**src/hdl/arpc_pkg.sv**
```systemverilog
// ----------------------------------------------------------------------------
// arpc_pkg
// Shared types and constants of the ARP cache table.
// ----------------------------------------------------------------------------
package arpc_pkg;

	localparam int ENTRIES_DEF = 64;
	localparam int IP_W        = 32;
	localparam int MAC_W       = 48;
	localparam int SEC_W       = 32;
	localparam int TMO_W       = 16;

	localparam logic [TMO_W-1:0] TIMEOUT_RST = 16'd15;

	// operation codes; the fourth code is unused and does nothing
	typedef enum logic [1:0] {
		OP_LOOKUP = 2'd0,
		OP_INSERT = 2'd1,
		OP_TICK   = 2'd2
	} op_t;

	// one table entry as kept in the store
	typedef struct packed {
		logic [IP_W-1:0]  ip;
		logic [MAC_W-1:0] mac;
		logic [SEC_W-1:0] stamp;
	} entry_t;

	// compare unit verdict on one entry
	typedef struct packed {
		logic ip_eq;
		logic aged;
	} cmp_res_t;

endpackage

```
**src/hdl/arpc_cmp.sv**
```systemverilog
// ----------------------------------------------------------------------------
// arpc_cmp
// Shared compare unit: address match and age check for one entry.
// ----------------------------------------------------------------------------
module arpc_cmp
	import arpc_pkg::*;
(
	input  entry_t           entry,
	input  logic [IP_W-1:0]  key_ip,
	input  logic [SEC_W-1:0] now,
	input  logic [TMO_W-1:0] timeout,
	output cmp_res_t         res
);

	logic [SEC_W-1:0] age;

	// age wraps modulo 2^32
	assign age       = now - entry.stamp;
	assign res.ip_eq = (entry.ip == key_ip);
	assign res.aged  = (age > {{(SEC_W-TMO_W){1'b0}}, timeout});

endmodule

```
**config.mk**
```make
export PLATFORM = sky130hd
export DESIGN_NAME = arpc_cmp
export DESIGN_NICKNAME = d
export VERILOG_FILES = /design/src/hdl/arpc_pkg.sv /design/src/hdl/arpc_cmp.sv
export SDC_FILE = /design/constraint.sdc
export NUM_CORES = 1
export LEC_CHECK = 0
export BUFFER_PORTS_ARGS = -buffer_cell sky130_fd_sc_hd__buf_2
export CORE_ASPECT_RATIO = 0.8
export CORE_MARGIN = 3
export CORE_UTILIZATION = 30
export DETAILED_ROUTE_END_ITERATION = 10
export GPL_TIMING_DRIVEN = 0
export SKIP_LAST_GASP = 1
export SLEW_MARGIN = 0
export SYNTH_ARGS = -nofsm -noshare
export SYNTH_HDL_FRONTEND = slang
export SYNTH_SLANG_ARGS = --single-unit
```
**constraint.sdc**
```tcl
create_clock -name vclk -period 10.35
set_clock_uncertainty 0.15 [all_clocks]
set_input_delay 3.105 -clock vclk [all_inputs]
set_output_delay 3.105 -clock vclk [all_outputs]
set_load 0.1 [all_outputs]
```
==> results of run 1 <==
-- cell usage in the layout, fill, tap and decap left out, types with 7 or more instances in the layout --
cell,synthesis,routed
buf_2,1,144
inv_1,53,52
ha_1,47,43
xor2_1,39,38
a21oi_1,37,32
nand2_1,29,28
nor2_1,23,23
xnor2_1,20,19
o21ai_0,21,19
nand4_1,13,13
nor4_1,11,11
buf_4,0,9
nand2b_1,7,7
clkbuf_1,7,7
-- report_power, final --
group          switching, W  leakage, nW  internal, W
clock                     0            0            0
sequential                0            0            0
combinational      0.000114         1.94     0.000103
total              0.000114         1.94     0.000103
-- through the flow --
step / instance area (µm²) / hold slack [ns] / setup WS [ns] / utilization, % / instances
global route: 3766 / 6.759 / -0.3134 / 44.20 / 657
floorplan: 2653 / 6.600 / 0.05284 / - / 390
detailed placement: 3523 / 6.731 / -0.6932 / 41.35 / 648
global placement: 3523 / 6.721 / -0.6553 / 41.35 / 648
finish: 3766 / 6.726 / -0.07979 / 44.20 / 657
CTS: 3662 / 6.732 / -0.1515 / 42.98 / 652
-- final timing paths --
kind	from	end	slack [ns]	cells after the start
hold / removal	key_ip[4]	res[1]	6.73	6
setup / recovery	now[0]	res[0]	-0.08	21
-- repair_timing --
action	in CTS	in global routing
pin swaps	18	21
resized for setup	25	10
setup endpoints to repair	1	1
setup buffers	4	5
-- cell type report --
cell class                 count  area, µm²
inverter                      53      198.9
multi-input combinational    329       2570
fill                         876       4755
tap                          112      140.1
timing repair buffer         155      825.8
buffer                         8      31.28
-- cells by family (layout without fill, tap and decap cells) --
| logic type | count (synthesis) | count (layout) | share of synthesized area (%) |
|---|---|---|---|
| AO/OA/AOI/OAI | 109 | 109 | 26.26 |
| buffers and inverters | 61 | 216 | 8.692 |
| multiplexers | 2 | 2 | 0.8030 |
| XOR/XNOR | 59 | 59 | 19.51 |
| AND/OR/NAND/NOR | 111 | 111 | 21.78 |
| adder cells (fa/ha/maj) | 48 | 48 | 22.96 |
-- metal layers --
layer | up-vias | routed length, µm | part of all wire [%] | GRT usage, %
li1 | 1702 | - | - | -
met1 | 1438 | 3855 | 47 | 22.59
met2 | 98 | 3765 | 46 | 26.26
met3 | 0 | 623 | 7.6 | 1.952
met4 | 0 | 0 | 0 | 0
met5 | - | 0 | 0 | 0
==> impl_metrics.csv, run 1 <==
group,metric,value,unit
status,status,"finished with violations",
status,violations,"setup timing",
global_route,grt_usage,15.57,%
sta,setup_viol,1,
final_layout,diodes,0,
pwr,p_leak,1.940,nW
sta,rsz0062_at_grt,"true",
floorplan,die_h,90.05,µm
yosys,ys_seq_area_share,0,%
floorplan,core_region_area,8521,µm²
final_layout,seq_cell_count,0,
pwr,power.density,57.68,nW/µm²
worst_hold_path,hold_path.class,"input port to output pin",
critical_path,path_delay_family,"simple AND/OR/NAND/NOR gates",
place,place_congestion,0.8227,
global_route,grt_max_degree,11,
final_layout,drive_gt1_share,34.31,%
sta,fmax,95.88,MHz
yosys,synth_nets,630,
critical_path,critical_path.endpoint_type,"output pin",
route,drt-initial-drc-count,186,
critical_path,critPathMaxFanout,3,
yosys,syn_area,2649,µm²
route,ant_nets,0,
critical_path,max_stage_delay,0.45,ns
global_route,antenna_found_initial,0,
critical_path,cp_data_required_time,7.10,ns
route,routed_via_density,4.928,
route,vias,3238,
global_route,first_global_vias,3132,
yosys,synthTopCellsByCount,"inv_1, ha_1, xor2_1, a21oi_1, nand2_1",
critical_path,slowest_stage,"or4_4",
critical_path,cp.buffers_inverters,3,
final_layout,nClkBuffers,0,
yosys,synth_most_common_cell,"inv_1",
sta,post-route-min-period,10.43,ns
sta,finalCritPeriodShare,100.8,%
pwr,ir_drop,0.00002339,V
critical_path,crit_top_cell,"nand4_1",
final_layout,layout.nets,787,
route,drc,0,
critical_path,worstPathCellList,"buf_6 -> inv_2 -> ha_4 -> fa_2 -> and2b_2 -> o31ai_4 -> and2_4 -> o21ai_4 -> a31oi_2 -> xnor2_1 -> ha_1 -> nand4_1 -> nor3_2 -> a21boi_1 -> a2111oi_2 -> o21ai_1 -> a211oi_2 -> nand4_1 -> or4_1 -> or4_4 -> buf_12",
final_layout,area.sequential,0,µm²
final_layout,area_delta_synth_final,42.18,%
place,dp_hpwl,7.250,mm
place,io_buffers,146,
route,avgRoutedWirePerCell,12.55,µm
sta,tns,-0.07979,ns
sta,finalHoldViolCount,0,
critical_path,critPathKind,"input port to output pin",
yosys,synth_area_leaders,"ha_1, xor2_1, inv_1, a21oi_1, xnor2_1",
sta,worst_slack,-0.07979,ns
sta,worst_pin_slew,0.4930,ns
floorplan,std_cell_rows,30,
yosys,synth.largest_area_cell,"ha_1",
sta,maxSlewHeadroom,67.36,%
route,dr.pass1.iters,4,
job,maxCapViolations,0,
cts,ctsHoldBuffers,0,
yosys,yosys_warnings,0,
floorplan,fp.dieArea,10000,µm²
floorplan,initial_core_util,31.09,%
floorplan,io_pins,194,
critical_path,crit_arrival,7.17,ns
sta,slew_violations,0,
route,finalWirelength,8.244,mm
critical_path,setup.worst_path.start_class,"input port",
floorplan,die_width,111.1,µm
pwr,finalPower,0.0002172,W
yosys,synth_top_area_share,22.20,%
yosys,ys_types,52,
yosys,syn_avg_cell_area,6.792,µm²
global_route,grt_pass1_wl,13.76,mm
global_route,grt.overflow.total,0,
yosys,synthCells,390,
Note: power is estimated with default switching activity, not from simulation.
==> inputs of run 2 (changes only) <==
--- a/config.mk
+++ b/config.mk
@@ -6,11 +6,14 @@
 export NUM_CORES = 1
 export LEC_CHECK = 0
 export BUFFER_PORTS_ARGS = -buffer_cell sky130_fd_sc_hd__buf_2
+export CELL_PAD_IN_SITES_DETAIL_PLACEMENT = 0
+export CELL_PAD_IN_SITES_GLOBAL_PLACEMENT = 1
 export CORE_ASPECT_RATIO = 0.8
 export CORE_MARGIN = 3
-export CORE_UTILIZATION = 30
+export CORE_UTILIZATION = 25
 export DETAILED_ROUTE_END_ITERATION = 10
 export GPL_TIMING_DRIVEN = 0
+export PLACE_DENSITY_LB_ADDON = 0.1
 export SKIP_LAST_GASP = 1
 export SLEW_MARGIN = 0
 export SYNTH_ARGS = -nofsm -noshare
==> run 2 against run 1 <==
The flow still finishes with violations (setup timing). Critical path type unchanged. Final area is 1.3% higher. Global-route usage is 1.6 points lower. Via count is 0.19% lower. Die area is 19% higher. Non-clock buffer count is 4 higher. Clock-buffer cell count stayed put. Worst hold slack worse by 0.0048 ns.
==> impl_metrics.csv, run 2 (synthesized netlist as in run 1, its figures left out) <==
group,metric,value,unit
final_layout,final_common_cell,"buf_2",
critical_path,critPathMaxFanout,4,
sta,maxSlewHeadroom,67.77,%
final_layout,finalNonFillerCells,685,
global_route,grt_util_met2,23.44,%
status,status,"finished with violations",
global_route,grt_usage,13.93,%
place,dp.cells,672,
final_layout,drive_gt1_share,34.61,%
sta,slew_violations,0,
critical_path,critPathKind,"input port to output pin",
route,dr.pass1.iters,4,
global_route,grt_max_degree,11,
global_route,grt_use_met1,20.47,%
floorplan,die_width,121.1,µm
final_layout,seq_cell_count,0,
route,ant_nets,0,
job,maxCapViolations,0,
sta,finalHoldViolCount,0,
sta,post-route-min-period,10.36,ns
floorplan,fp.dieArea,11870,µm²
pwr,ir_drop,0.00001346,V
route,drt-initial-drc-count,125,
critical_path,max_stage_delay,0.45,ns
sta,rsz0062_at_grt,"true",
sta,worst_slack,-0.009893,ns
critical_path,crit_arrival,7.10,ns
place,place_congestion,0.8532,
floorplan,core_region_area,9970,µm²
critical_path,worstPathCellList,"buf_2 -> inv_1 -> ha_1 -> a21o_1 -> nand2b_1 -> o211ai_1 -> nand2b_1 -> a21o_1 -> a21oi_2 -> xnor2_2 -> ha_1 -> nand4_1 -> buf_4 -> buf_4 -> buf_4 -> buf_4 -> buf_4 -> o21ai_1 -> a211oi_2 -> nand4_1 -> or4_1 -> or4_4 -> buf_12",
floorplan,std_cell_rows,32,
route,finalWirelength,8.988,mm
place,dp_hpwl,7.983,mm
route,drc,0,
critical_path,critical_path.endpoint_type,"output pin",
sta,finalCritPeriodShare,100.1,%
global_route,first_global_vias,3065,
pwr,power.density,57.15,nW/µm²
global_route,global_route.peak_usage_layer,"met2",
final_layout,nClkBuffers,0,
critical_path,slowest_stage,"or4_4",
sta,tns,-0.009893,ns
worst_hold_path,hold_depth,6,
final_layout,final_cell_mix,"buf_2, inv_1, ha_1",
place,io_buffers,146,
worst_hold_path,hold_path.class,"input port to output pin",
final_layout,layout.nets,791,
route,routed_via_density,4.718,
sta,worst_pin_slew,0.4868,ns
critical_path,setup.worst_path.start_class,"input port",
final_layout,diodes,0,
status,violations,"setup timing",
global_route,grt.overflow.total,0,
final_layout,area.sequential,0,µm²
route,vias,3232,
final_layout,area_delta_synth_final,44.02,%
global_route,antenna_found_initial,0,
final_layout,multi_input_area,2556,µm²
sta,setup_viol,1,
critical_path,crit_top_cell,"buf_4",
cts,ctsHoldBuffers,0,
sta,fmax,96.53,MHz
critical_path,cp_data_required_time,7.10,ns
pwr,p_leak,1.957,nW
sta,finalHoldWorstSlack,6.721,ns
global_route,global_route.usage.met3,1.332,%
global_route,grt_pass1_wl,14.08,mm
route,avgRoutedWirePerCell,13.12,µm
floorplan,initial_core_util,26.57,%
place,place_ws,-0.7019,ns
floorplan,io_pins,194,
floorplan,die_h,98.07,µm
final_layout,fillers,1084,
run 2: timing repair:
item | 4_1_cts | 5_1_grt
endpoints found under the setup margin | 1 | 1
buffers inserted | 10 | 3
pin swaps | 20 | 13
gates resized for setup | 25 | 10
run 2: metal layers:
metal	vias up	wire, µm
li1	1707	-
met4	0	0
met5	-	0
met3	0	715
met1	1397	4368
met2	128	3903
run 2: through the flow:
| step | power, W | cell area, µm² | utilization (%) |
|---|---|---|---|
| after floorplan | 0.0001335 | 2653 | - |
| after global placement | 0.0001960 | 3553 | 35.64 |
| after detailed placement | 0.0001968 | 3553 | 35.64 |
| after CTS | 0.0002125 | 3735 | 37.46 |
| after global routing | 0.0002451 | 3815 | 38.27 |
| final | 0.0002180 | 3815 | 38.27 |
run 2: critical path: cells and delay by family:
kind	cells	cell delay [ns]
AND/OR/NAND/NOR	6	1.41
XOR/XNOR	1	0.10
buffers and inverters	8	0.78
AO/OA/AOI/OAI	6	1.13
adder cells (fa/ha/maj)	2	0.58
run 2: cell type report:
cell class / count / share of cell area, %
multi-input combinational: 329 / 67.01
timing repair buffer: 159 / 22.43
inverter: 53 / 5.280
tap: 136 / 4.460
buffer: 8 / 0.8199
run 2: report_power, final:
part	switching, W	internal [W]
sequential	0	0
clock	0	0
combinational	0.000115	0.000103
run 2: path summary, 6_finish.rpt:
| path | start | to | slack [ns] |
|---|---|---|---|
| setup / recovery | entry[3] | res[0] | -0.01 |
| hold / removal | key_ip[23] | res[1] | 6.72 |
